==> src/sv/bbht_pkg.sv <==
`default_nettype none

package bbht_pkg;

   localparam int KEY_W    = 20;
   localparam int VALUE_W  = 16;
   localparam int OP_W     = 2;
   localparam int STATUS_W = 2;
   localparam int BKT_OUT_W = 4;

   typedef logic [OP_W-1:0]      op_type;
   typedef logic [KEY_W-1:0]     key_type;
   typedef logic [VALUE_W-1:0]   value_type;
   typedef logic [STATUS_W-1:0]  status_type;
   typedef logic [BKT_OUT_W-1:0] bkt_out_type;

   localparam op_type OP_INSERT = 2'd0;
   localparam op_type OP_REMOVE = 2'd1;
   localparam op_type OP_MODIFY = 2'd2;
   localparam op_type OP_SEARCH = 2'd3;

   localparam status_type ST_DONE     = 2'd0;
   localparam status_type ST_DUP      = 2'd1;
   localparam status_type ST_NOTFOUND = 2'd2;
   localparam status_type ST_FULL     = 2'd3;

   // One slot of a bucket row as it sits in the table memory.
   typedef struct packed {
      logic      valid;
      key_type   key;
      value_type value;
   } slot_type;

endpackage

`default_nettype wire

==> src/sv/bbht_req_if.sv <==
`default_nettype none

interface bbht_req_if;
   import bbht_pkg::*;

   logic      valid;
   logic      ready;
   op_type    req_type;
   key_type   emp_id;
   value_type leave_value;

   modport source (output valid, req_type, emp_id, leave_value, input ready);
   modport sink   (input valid, req_type, emp_id, leave_value, output ready);

endinterface

`default_nettype wire

==> src/sv/bbht_rsp_if.sv <==
`default_nettype none

interface bbht_rsp_if;
   import bbht_pkg::*;

   logic        valid;
   logic        ready;
   status_type  status;
   value_type   read_value;
   bkt_out_type bucket_used;

   modport source (output valid, status, read_value, bucket_used, input ready);
   modport sink   (input valid, status, read_value, bucket_used, output ready);

endinterface

`default_nettype wire

==> src/sv/bbht_ram.sv <==
`default_nettype none

module bbht_ram #(
   parameter int Width = 8,
   parameter int Depth = 16
) (
   input  wire logic                     clock,
   input  wire logic                     wr_en,
   input  wire logic [$clog2(Depth)-1:0] wr_addr,
   input  wire logic [Width-1:0]         wr_data,
   input  wire logic                     rd_en,
   input  wire logic [$clog2(Depth)-1:0] rd_addr,
   output logic      [Width-1:0]         rd_data
);

   logic [Width-1:0] mem_ff [Depth];
   logic [Width-1:0] rd_data_ff;

   always_ff @(posedge clock) begin
      if (wr_en) begin
         mem_ff[wr_addr] <= wr_data;
      end
      if (rd_en) begin
         rd_data_ff <= mem_ff[rd_addr];
      end
   end

   assign rd_data = rd_data_ff;

endmodule

`default_nettype wire

==> src/sv/bounded_bucket_hash_table_top.sv <==
// Channel   Port      Direction  Beat contents
// -------   --------  ---------  -----------------------------------------
// request   req_chan  in         req_type, emp_id, leave_value
// response  rsp_chan  out        status, read_value, bucket_used
//
// Each accepted request steps through the hash, scan and fetch states, the write-back
// state when an insert, remove or modify changes the table, and the result state that
// offers the response beat. The scan reads every bucket, one row per cycle, from the
// single table RAM. After reset the RAM is cleared one row per cycle, so no request is
// accepted until every row is cleared. A stalled response does not block the next
// request; only the next response waits for the output register.
`default_nettype none

module bounded_bucket_hash_table_top #(
   parameter int BUCKETS = 16,
   parameter int WAYS    = 4
) (
   input wire logic  clock,
   input wire logic  reset,
   bbht_req_if.sink  req_chan,
   bbht_rsp_if.source rsp_chan
);
   import bbht_pkg::*;

   // Bucket number width, way number width and the row layout of the table.
   localparam int BW = $clog2(BUCKETS);
   localparam int WW = (WAYS > 1) ? $clog2(WAYS) : 1;

   typedef slot_type [WAYS-1:0] row_type;
   localparam int ROW_W = $bits(row_type);

   // The home bucket is key mod BUCKETS, computed with a reciprocal. The quotient
   // estimate is the true quotient or one below it, so one conditional subtract
   // fixes the remainder.
   localparam int RECIP_SHIFT = KEY_W + 8;
   localparam int PROD_W      = KEY_W + RECIP_SHIFT;
   localparam int REM_W       = KEY_W + 1;
   localparam logic [RECIP_SHIFT-1:0] RECIP =
      RECIP_SHIFT'((64'd1 << RECIP_SHIFT) / BUCKETS);
   localparam logic [REM_W-1:0] BUCKETS_REM = REM_W'(BUCKETS);
   localparam logic [BW:0]      BUCKETS_CNT = (BW+1)'(BUCKETS);
   localparam logic [BW-1:0]    LAST_BKT    = BW'(BUCKETS - 1);

   // Sequencer states.
   localparam logic [2:0] S_CLEAR  = 3'd0;
   localparam logic [2:0] S_IDLE   = 3'd1;
   localparam logic [2:0] S_HASH   = 3'd2;
   localparam logic [2:0] S_SCAN   = 3'd3;
   localparam logic [2:0] S_FETCH  = 3'd4;
   localparam logic [2:0] S_MODIFY = 3'd5;
   localparam logic [2:0] S_RESULT = 3'd6;

   logic [2:0] state_ff, state_in;

   // Request held for the whole operation.
   op_type    op_ff, op_in;
   key_type   key_ff, key_in;
   value_type val_ff, val_in;

   // Home bucket computation.
   logic [PROD_W-1:0] prod;
   key_type           q_ff, q_in;
   logic [REM_W-1:0]  qb, rem_raw, rem_fix;
   logic [BW-1:0]     home_ff, home_in;

   // Scan control: scan_ff issues row reads, chk_* marks the row on the RAM output.
   logic [BW:0]   scan_ff, scan_in;
   logic          chk_vld_ff, chk_vld_in;
   logic [BW-1:0] chk_bkt_ff, chk_bkt_in;
   logic [BW-1:0] clr_ff, clr_in;

   // What the scan found: the key, and the first non-full bucket at or after
   // home (hi) and the first non-full bucket overall (lo) for the wrap-around.
   logic          hit_ff, hit_in;
   logic [BW-1:0] hit_bkt_ff, hit_bkt_in;
   logic [WW-1:0] hit_way_ff, hit_way_in;
   value_type     hit_val_ff, hit_val_in;
   logic          hi_ff, hi_in;
   logic [BW-1:0] hi_bkt_ff, hi_bkt_in;
   logic [WW-1:0] hi_way_ff, hi_way_in;
   logic          lo_ff, lo_in;
   logic [BW-1:0] lo_bkt_ff, lo_bkt_in;
   logic [WW-1:0] lo_way_ff, lo_way_in;

   // Row to be rewritten.
   logic [BW-1:0] tgt_bkt_ff, tgt_bkt_in;
   logic [WW-1:0] tgt_way_ff, tgt_way_in;

   // Finished result, and the output register.
   status_type    res_status_ff, res_status_in;
   value_type     res_value_ff, res_value_in;
   logic [BW-1:0] res_bkt_ff, res_bkt_in;
   logic          rsp_valid_ff, rsp_valid_in;
   status_type    rsp_status_ff, rsp_status_in;
   value_type     rsp_value_ff, rsp_value_in;
   bkt_out_type   rsp_bkt_ff, rsp_bkt_in;

   // Table RAM port signals.
   logic             ram_we, ram_re;
   logic [BW-1:0]    ram_waddr, ram_raddr;
   logic [ROW_W-1:0] ram_wdata, ram_rdata;
   row_type          row_rd, row_wr;

   // Per-way decode of the row on the RAM output.
   logic [WAYS-1:0] match_w, free_w;
   logic [WW-1:0]   match_way, free_way;

   bbht_ram #(
      .Width (ROW_W),
      .Depth (BUCKETS)
   ) u_table (
      .clock   (clock),
      .wr_en   (ram_we),
      .wr_addr (ram_waddr),
      .wr_data (ram_wdata),
      .rd_en   (ram_re),
      .rd_addr (ram_raddr),
      .rd_data (ram_rdata)
   );

   assign row_rd = row_type'(ram_rdata);

   // The lowest matching and the lowest free way of the row being checked.
   always_comb begin
      match_way = '0;
      free_way  = '0;
      for (int w = WAYS - 1; w >= 0; w--) begin
         match_w[w] = row_rd[w].valid && (row_rd[w].key == key_ff);
         free_w[w]  = !row_rd[w].valid;
         if (match_w[w]) begin
            match_way = WW'(w);
         end
         if (free_w[w]) begin
            free_way = WW'(w);
         end
      end
   end

   // Home bucket arithmetic: one multiply in HASH, multiply-subtract in the first
   // scan cycle, so home_ff is ready when the first row comes back.
   assign prod    = PROD_W'(key_ff) * PROD_W'(RECIP);
   assign qb      = REM_W'(q_ff) * BUCKETS_REM;
   assign rem_raw = REM_W'(key_ff) - qb;
   assign rem_fix = (rem_raw >= BUCKETS_REM) ? (rem_raw - BUCKETS_REM) : rem_raw;

   always_comb begin
      state_in      = state_ff;
      op_in         = op_ff;
      key_in        = key_ff;
      val_in        = val_ff;
      q_in          = q_ff;
      home_in       = home_ff;
      scan_in       = scan_ff;
      chk_vld_in    = 1'b0;
      chk_bkt_in    = scan_ff[BW-1:0];
      clr_in        = clr_ff;
      hit_in        = hit_ff;
      hit_bkt_in    = hit_bkt_ff;
      hit_way_in    = hit_way_ff;
      hit_val_in    = hit_val_ff;
      hi_in         = hi_ff;
      hi_bkt_in     = hi_bkt_ff;
      hi_way_in     = hi_way_ff;
      lo_in         = lo_ff;
      lo_bkt_in     = lo_bkt_ff;
      lo_way_in     = lo_way_ff;
      tgt_bkt_in    = tgt_bkt_ff;
      tgt_way_in    = tgt_way_ff;
      res_status_in = res_status_ff;
      res_value_in  = res_value_ff;
      res_bkt_in    = res_bkt_ff;
      rsp_valid_in  = rsp_valid_ff && !rsp_chan.ready;
      rsp_status_in = rsp_status_ff;
      rsp_value_in  = rsp_value_ff;
      rsp_bkt_in    = rsp_bkt_ff;
      ram_we        = 1'b0;
      ram_waddr     = clr_ff;
      ram_wdata     = '0;
      ram_re        = 1'b0;
      ram_raddr     = scan_ff[BW-1:0];
      row_wr        = row_rd;

      // Check the row that the previous scan cycle read. Keys are unique, so at
      // most one bucket can hit.
      if (chk_vld_ff) begin
         if (|match_w && !hit_ff) begin
            hit_in     = 1'b1;
            hit_bkt_in = chk_bkt_ff;
            hit_way_in = match_way;
            hit_val_in = row_rd[match_way].value;
         end
         if (|free_w && !lo_ff) begin
            lo_in     = 1'b1;
            lo_bkt_in = chk_bkt_ff;
            lo_way_in = free_way;
         end
         if (|free_w && !hi_ff && (chk_bkt_ff >= home_ff)) begin
            hi_in     = 1'b1;
            hi_bkt_in = chk_bkt_ff;
            hi_way_in = free_way;
         end
      end

      case (state_ff)
         S_CLEAR: begin
            // Zero one row per cycle so every slot starts out free.
            ram_we    = 1'b1;
            ram_waddr = clr_ff;
            ram_wdata = '0;
            if (clr_ff == LAST_BKT) begin
               state_in = S_IDLE;
            end else begin
               clr_in = clr_ff + 1'b1;
            end
         end
         S_IDLE: begin
            if (req_chan.valid) begin
               op_in    = req_chan.req_type;
               key_in   = req_chan.emp_id;
               val_in   = req_chan.leave_value;
               scan_in  = '0;
               hit_in   = 1'b0;
               hi_in    = 1'b0;
               lo_in    = 1'b0;
               state_in = S_HASH;
            end
         end
         S_HASH: begin
            q_in     = prod[PROD_W-1:RECIP_SHIFT];
            state_in = S_SCAN;
         end
         S_SCAN: begin
            home_in = rem_fix[BW-1:0];
            if (scan_ff < BUCKETS_CNT) begin
               ram_re     = 1'b1;
               ram_raddr  = scan_ff[BW-1:0];
               chk_vld_in = 1'b1;
               scan_in    = scan_ff + 1'b1;
            end else begin
               state_in = S_FETCH;
            end
         end
         S_FETCH: begin
            res_value_in = '0;
            res_bkt_in   = '0;
            if (op_ff == OP_INSERT) begin
               if (hit_ff) begin
                  res_status_in = ST_DUP;
                  res_bkt_in    = hit_bkt_ff;
                  state_in      = S_RESULT;
               end else if (hi_ff) begin
                  tgt_bkt_in = hi_bkt_ff;
                  tgt_way_in = hi_way_ff;
                  ram_re     = 1'b1;
                  ram_raddr  = hi_bkt_ff;
                  state_in   = S_MODIFY;
               end else if (lo_ff) begin
                  // Wrapped past the last bucket.
                  tgt_bkt_in = lo_bkt_ff;
                  tgt_way_in = lo_way_ff;
                  ram_re     = 1'b1;
                  ram_raddr  = lo_bkt_ff;
                  state_in   = S_MODIFY;
               end else begin
                  res_status_in = ST_FULL;
                  state_in      = S_RESULT;
               end
            end else if (!hit_ff) begin
               res_status_in = ST_NOTFOUND;
               state_in      = S_RESULT;
            end else if (op_ff == OP_SEARCH) begin
               res_status_in = ST_DONE;
               res_value_in  = hit_val_ff;
               res_bkt_in    = hit_bkt_ff;
               state_in      = S_RESULT;
            end else begin
               tgt_bkt_in = hit_bkt_ff;
               tgt_way_in = hit_way_ff;
               ram_re     = 1'b1;
               ram_raddr  = hit_bkt_ff;
               state_in   = S_MODIFY;
            end
         end
         S_MODIFY: begin
            // The target row is on the RAM output; change one slot and write back.
            case (op_ff)
               OP_INSERT: begin
                  row_wr[tgt_way_ff].valid = 1'b1;
                  row_wr[tgt_way_ff].key   = key_ff;
                  row_wr[tgt_way_ff].value = val_ff;
               end
               OP_REMOVE: begin
                  row_wr[tgt_way_ff].valid = 1'b0;
               end
               default: begin
                  row_wr[tgt_way_ff].value = val_ff;
               end
            endcase
            ram_we        = 1'b1;
            ram_waddr     = tgt_bkt_ff;
            ram_wdata     = ROW_W'(row_wr);
            res_status_in = ST_DONE;
            res_bkt_in    = tgt_bkt_ff;
            state_in      = S_RESULT;
         end
         S_RESULT: begin
            if (!rsp_valid_ff || rsp_chan.ready) begin
               rsp_valid_in  = 1'b1;
               rsp_status_in = res_status_ff;
               rsp_value_in  = res_value_ff;
               rsp_bkt_in    = bkt_out_type'(res_bkt_ff);
               state_in      = S_IDLE;
            end
         end
         default: begin
            state_in = S_IDLE;
         end
      endcase
   end

   always_ff @(posedge clock) begin
      if (reset) begin
         state_ff     <= S_CLEAR;
         clr_ff       <= '0;
         chk_vld_ff   <= 1'b0;
         rsp_valid_ff <= 1'b0;
      end else begin
         state_ff     <= state_in;
         clr_ff       <= clr_in;
         chk_vld_ff   <= chk_vld_in;
         rsp_valid_ff <= rsp_valid_in;
      end
   end

   always_ff @(posedge clock) begin
      op_ff         <= op_in;
      key_ff        <= key_in;
      val_ff        <= val_in;
      q_ff          <= q_in;
      home_ff       <= home_in;
      scan_ff       <= scan_in;
      chk_bkt_ff    <= chk_bkt_in;
      hit_ff        <= hit_in;
      hit_bkt_ff    <= hit_bkt_in;
      hit_way_ff    <= hit_way_in;
      hit_val_ff    <= hit_val_in;
      hi_ff         <= hi_in;
      hi_bkt_ff     <= hi_bkt_in;
      hi_way_ff     <= hi_way_in;
      lo_ff         <= lo_in;
      lo_bkt_ff     <= lo_bkt_in;
      lo_way_ff     <= lo_way_in;
      tgt_bkt_ff    <= tgt_bkt_in;
      tgt_way_ff    <= tgt_way_in;
      res_status_ff <= res_status_in;
      res_value_ff  <= res_value_in;
      res_bkt_ff    <= res_bkt_in;
      rsp_status_ff <= rsp_status_in;
      rsp_value_ff  <= rsp_value_in;
      rsp_bkt_ff    <= rsp_bkt_in;
   end

   assign req_chan.ready       = (state_ff == S_IDLE);
   assign rsp_chan.valid       = rsp_valid_ff;
   assign rsp_chan.status      = rsp_status_ff;
   assign rsp_chan.read_value  = rsp_value_ff;
   assign rsp_chan.bucket_used = rsp_bkt_ff;

   // A new response beat is only ever loaded by the result state.
   a_rsp_from_result: assert property (@(posedge clock) disable iff (reset)
      (rsp_valid_ff && !$past(rsp_valid_ff && !rsp_chan.ready)) |->
         $past(state_ff) == S_RESULT)
      else $error("response appeared outside the result state");

   // An insert must land in a free slot, never overwrite a live record.
   a_insert_free_slot: assert property (@(posedge clock) disable iff (reset)
      (state_ff == S_MODIFY && op_ff == OP_INSERT) |-> !row_rd[tgt_way_ff].valid)
      else $error("insert targets an occupied slot");

   // The table RAM is never read and written at the same row in one cycle.
   a_no_rw_collision: assert property (@(posedge clock) disable iff (reset)
      (ram_we && ram_re) |-> (ram_waddr != ram_raddr))
      else $error("table RAM read and write collide");

   // Only a successful search returns a nonzero value.
   a_value_only_done: assert property (@(posedge clock) disable iff (reset)
      (rsp_chan.valid && rsp_chan.read_value != '0) |-> rsp_chan.status == ST_DONE)
      else $error("nonzero read_value on a failed request");

endmodule

`default_nettype wire

==> src/flat_wrapper.sv <==
// flat-port wrapper written by rule: the top's interface ports become plain ports
module bounded_bucket_hash_table_top_flat import bbht_pkg::*;
#(
   parameter int BUCKETS = 16,
   parameter int WAYS    = 4
)
  (clock, reset, req_chan_valid, req_chan_req_type, req_chan_emp_id, req_chan_leave_value, req_chan_ready, rsp_chan_valid, rsp_chan_status, rsp_chan_read_value, rsp_chan_bucket_used, rsp_chan_ready);
  bbht_req_if req_chan_i ();
  bbht_rsp_if rsp_chan_i ();
  input wire logic clock;
  input wire logic reset;
  input wire logic [$bits(req_chan_i.valid)-1:0] req_chan_valid;
  input wire logic [$bits(req_chan_i.req_type)-1:0] req_chan_req_type;
  input wire logic [$bits(req_chan_i.emp_id)-1:0] req_chan_emp_id;
  input wire logic [$bits(req_chan_i.leave_value)-1:0] req_chan_leave_value;
  output wire logic [$bits(req_chan_i.ready)-1:0] req_chan_ready;
  output wire logic [$bits(rsp_chan_i.valid)-1:0] rsp_chan_valid;
  output wire logic [$bits(rsp_chan_i.status)-1:0] rsp_chan_status;
  output wire logic [$bits(rsp_chan_i.read_value)-1:0] rsp_chan_read_value;
  output wire logic [$bits(rsp_chan_i.bucket_used)-1:0] rsp_chan_bucket_used;
  input wire logic [$bits(rsp_chan_i.ready)-1:0] rsp_chan_ready;
  assign req_chan_i.valid = req_chan_valid;
  assign req_chan_i.req_type = req_chan_req_type;
  assign req_chan_i.emp_id = req_chan_emp_id;
  assign req_chan_i.leave_value = req_chan_leave_value;
  assign req_chan_ready = req_chan_i.ready;
  assign rsp_chan_valid = rsp_chan_i.valid;
  assign rsp_chan_status = rsp_chan_i.status;
  assign rsp_chan_read_value = rsp_chan_i.read_value;
  assign rsp_chan_bucket_used = rsp_chan_i.bucket_used;
  assign rsp_chan_i.ready = rsp_chan_ready;
  bounded_bucket_hash_table_top #(.BUCKETS(BUCKETS), .WAYS(WAYS)) u_core (.clock(clock), .reset(reset), .req_chan(req_chan_i), .rsp_chan(rsp_chan_i));
endmodule
==> config.mk <==
export PLATFORM = sky130hd
export DESIGN_NAME = bounded_bucket_hash_table_top_flat
export DESIGN_NICKNAME = d
export VERILOG_FILES = /design/src/sv/bbht_pkg.sv /design/src/sv/bbht_req_if.sv /design/src/sv/bbht_rsp_if.sv /design/src/sv/bbht_ram.sv /design/src/sv/bounded_bucket_hash_table_top.sv /design/src/flat_wrapper.sv
export SDC_FILE = /design/constraint.sdc
export NUM_CORES = 2
export LEC_CHECK = 0
export BUFFER_PORTS_ARGS = -buffer_cell sky130_fd_sc_hd__buf_2
export CAP_MARGIN = 20
export CORE_MARGIN = 4
export CORE_UTILIZATION = 25
export CTS_CLUSTER_SIZE = 30
export DETAILED_ROUTE_END_ITERATION = 10
export GPL_ROUTABILITY_DRIVEN = 0
export PLACE_DENSITY = 0.48
export SYNTH_ARGS = -nofsm -noshare
export SYNTH_HDL_FRONTEND = slang
export SYNTH_SLANG_ARGS = --single-unit
==> constraint.sdc <==
create_clock -name clock -period 25.6 [get_ports clock]
set_input_delay 6.4 -clock clock [delete_from_list [all_inputs] [get_ports clock]]
set_output_delay 6.4 -clock clock [all_outputs]
set_load 0.02 [all_outputs]
==> results.tsv <==
metric	value	unit
status	completed	
WHS Endpoint	u_core.rsp_chan.bucket_used[0]$_DFFE_PP_	
Hold Path Stages	0	
Setup TNS Final	0	ps
vias in the first global route	55900	
final worst setup slack	17040	ps
Top Ports	66	
GRT Util Overall	13.8	%
RR Startpoint	u_core.state_ff[2]$_SDFFE_PP0P_	
Crit path required time	19200	ps
largest net degree at the start of global routing	156	
dpl hpwl	150000	um
DR iter-0 viols	5743	
Max Cap Viol	0	
first-pass iteration count of the detailed router	6	
Chip Height	651	um
Worst-path clk slew	60	ps
core area	410000	um2
synthesized area	103000	um2
final hold vios	0	
Avg WL per Cell	26.2	um
period utilization	33.4	%
Critical Path Fanout Max	11	
Die Span X	651	um
CTS tree	yes	
post-route minimum period	8560	ps
area grow syn2layout	16.0	%
CP max stage cell	or3b_2	
syn_nets	5764	
Crit. End Element	primary output	
CTS Hold Buffers Added	0	
PortBufs	65	
grt ovf	0	
Clock Skews	57.3	ps
Hold WC Path Type	flop to flop	
Worst Path Arrival	2160	ps
setup slack, reg-to-reg	19080	ps
die area	423000	um2
Setup-failing EPs final	0	
top_reg_cell synth	edfxtp_1	
relative slew slack	21.0	%
Leak	39.6	nW
Peak VDD IR	0.0000491	V
Max Freq	117	MHz
Crit path largest cell delay	520	ps
count of unique library cells instantiated by Yosys	56	
post-synthesis sequential area ratio	77.3	%
crit-path cells	or3b_2 -> inv_1 -> buf_2	
H-Tree Depth	5	
ys async rst share	0	%
critical path class	flop to primary output	
Clock Sinks	2663	
unrepaired setup endpoints after global routing	no	
Residual DRC	0	
Min-Delay Startpoint	u_core.res_bkt_ff[0]$_DFFE_PN_	
syn_area_per_cell	18.1	um2
Post-CTS Setup Inserts	0	
CP Launch Type	flop	
final core utilization	29.2	%
CTS Buf Count	283	
Register-to-Register Path Depth	10	
worst skew pair latency	850	ps
Syn. warnings	0	
PD cells	74.7	nW/um2
Post-synth EDFFs	2647	
max-slew violations	0	
maximum clock insertion buffer count	4	
Power Total	8.94	mW
first-pass GRT wire length	426000	um
PostCTS Resize Cnt	0	
reg2reg end	u_core.u_table.rd_data[37]$_DFFE_PP_	
flop and latch count out of synthesis	2663	
dpl ws	17680	ps
filler cell count	40400	
layout cells sized above 1	16.7	%
# rows	235	
Starting Density	25.2	%
Vias	55500	
hold slack final	430	ps
Routed WL	303000	um
cells after synthesis	5715	
initial antenna violation count	12	
Root Driver	clkbuf_16	
vias per cell	4.80	
Antenna Violating Nets Remaining	0	
nets@finish	5973	
Worst-Margin Slew	1180	ps
[state kept, by name, summed over array words and instances, names as in the netlist, 5 cells and up]
name and flops:
u_core.hit_val_ff 16, u_core.key_ff 20, u_core.res_value_ff 16, u_core.rsp_chan.read_value 16
u_core.scan_ff 5, u_core.u_table.mem_ff 2368, u_core.u_table.rd_data 148, u_core.val_ff 16
[per-layer routing]
layer / share of wire (%) / global-route usage (%) / up-vias
li1: - / - / 23400
met1: 43 / 18.6 / 29900
met2: 49 / 23.4 / 1840
met3: 5.5 / 1.64 / 407
met4: 2.3 / 3.49 / 0
met5: 0 / 0 / -
[cells in the final DEF (no fill, tap or decap), drive strengths merged, types with 147 or more instances in the layout]
cell / netlist / routed
a21oi: 480 / 480
mux4: 295 / 295
mux2i: 302 / 302
a22o: 297 / 297
clkbuf: 295 / 347
edfxtp: 2647 / 2647
buf: 82 / 301
a22oi: 147 / 147
nand2: 624 / 624
o221ai: 148 / 148
[critical path, delay by kind of cell, from the launching register on]
| family | cells | cell delay (ps) |
|---|---|---|
| buffers and inverters | 2 | 280 |
| AND/OR/NAND/NOR | 1 | 520 |
| flip-flops | 1 | 510 |
[Yosys cell counts, drive strengths merged, types with 21 or more instances]
master	count	area, um2
and2	21	131
edfxtp	2647	79500
a22o	297	2600
clkbuf	295	1110
o221ai	148	1300
nand2	624	2340
mux4	295	6640
xor2	34	298
a21oi	480	2410
xnor2	52	455
buf	82	509
nor2	88	330
mux2i	302	3020
a22oi	147	1100
[power breakdown]
group          switching [mW]  leakage (nW)  total, mW  internal, mW
registers              0.0268          25.1       4.86          4.84
clock network            1.67          4.22       3.88          2.21
logic                   0.141          10.3      0.200        0.0591
[cells by family after synthesis]
| family | Yosys count | synth area share (%) |
|---|---|---|
| mux | 597 | 9.36 |
| simple gates | 815 | 3.19 |
| fa+ha+maj | 7 | 0.0848 |
| xor+xnor | 86 | 0.729 |
| buf+inv | 394 | 1.63 |
| flops | 2663 | 77.3 |
| compound gates | 1153 | 7.71 |
[area by class of cell]
type / instances / area, um2 / area share, %
Antenna cell: 2 / 5.00 / 0.00418
Clock buffer: 347 / 7540 / 6.30
Clock inverter: 142 / 1080 / 0.906
Inverter: 17 / 63.8 / 0.0533
Multi-Input combinational cell: 2658 / 22100 / 18.4
Sequential cell: 2663 / 79800 / 66.7
Tap cell: 5451 / 6820 / 5.70
Timing Repair Buffer: 301 / 2340 / 1.96
[how the worst max path moves through the flow]
stage	from	endpoint	slack, ps	cells past startpoint
floorplan	u_core.state_ff[1]$_SDFFE_PP0P_	u_core.u_table.rd_data[0]$_DFFE_PP_	13510	3
global placement	rsp_chan_ready	u_core.rsp_chan.read_value[11]$_DFFE_PP_	17710	3
detailed placement	rsp_chan_ready	u_core.rsp_chan.read_value[12]$_DFFE_PP_	17680	3
CTS	u_core.state_ff[0]$_SDFFE_PP0P_	req_chan_ready	16970	3
global route	u_core.state_ff[0]$_SDFFE_PP0P_	req_chan_ready	16930	3
finish	u_core.state_ff[0]$_SDFFE_PP0P_	req_chan_ready	17040	3
[metrics by stage]
| stage | area [um2] | instances |
|---|---|---|
| 2_1_floorplan | 103000 | 5715 |
| 3_3_place_gp | 110000 | 11000 |
| 3_5_place_dp | 110000 | 11000 |
| 4_1_cts | 119000 | 11500 |
| 5_1_grt | 120000 | 11600 |
| 6_report | 120000 | 11600 |
Note: power is estimated with default switching activity, not from simulation.
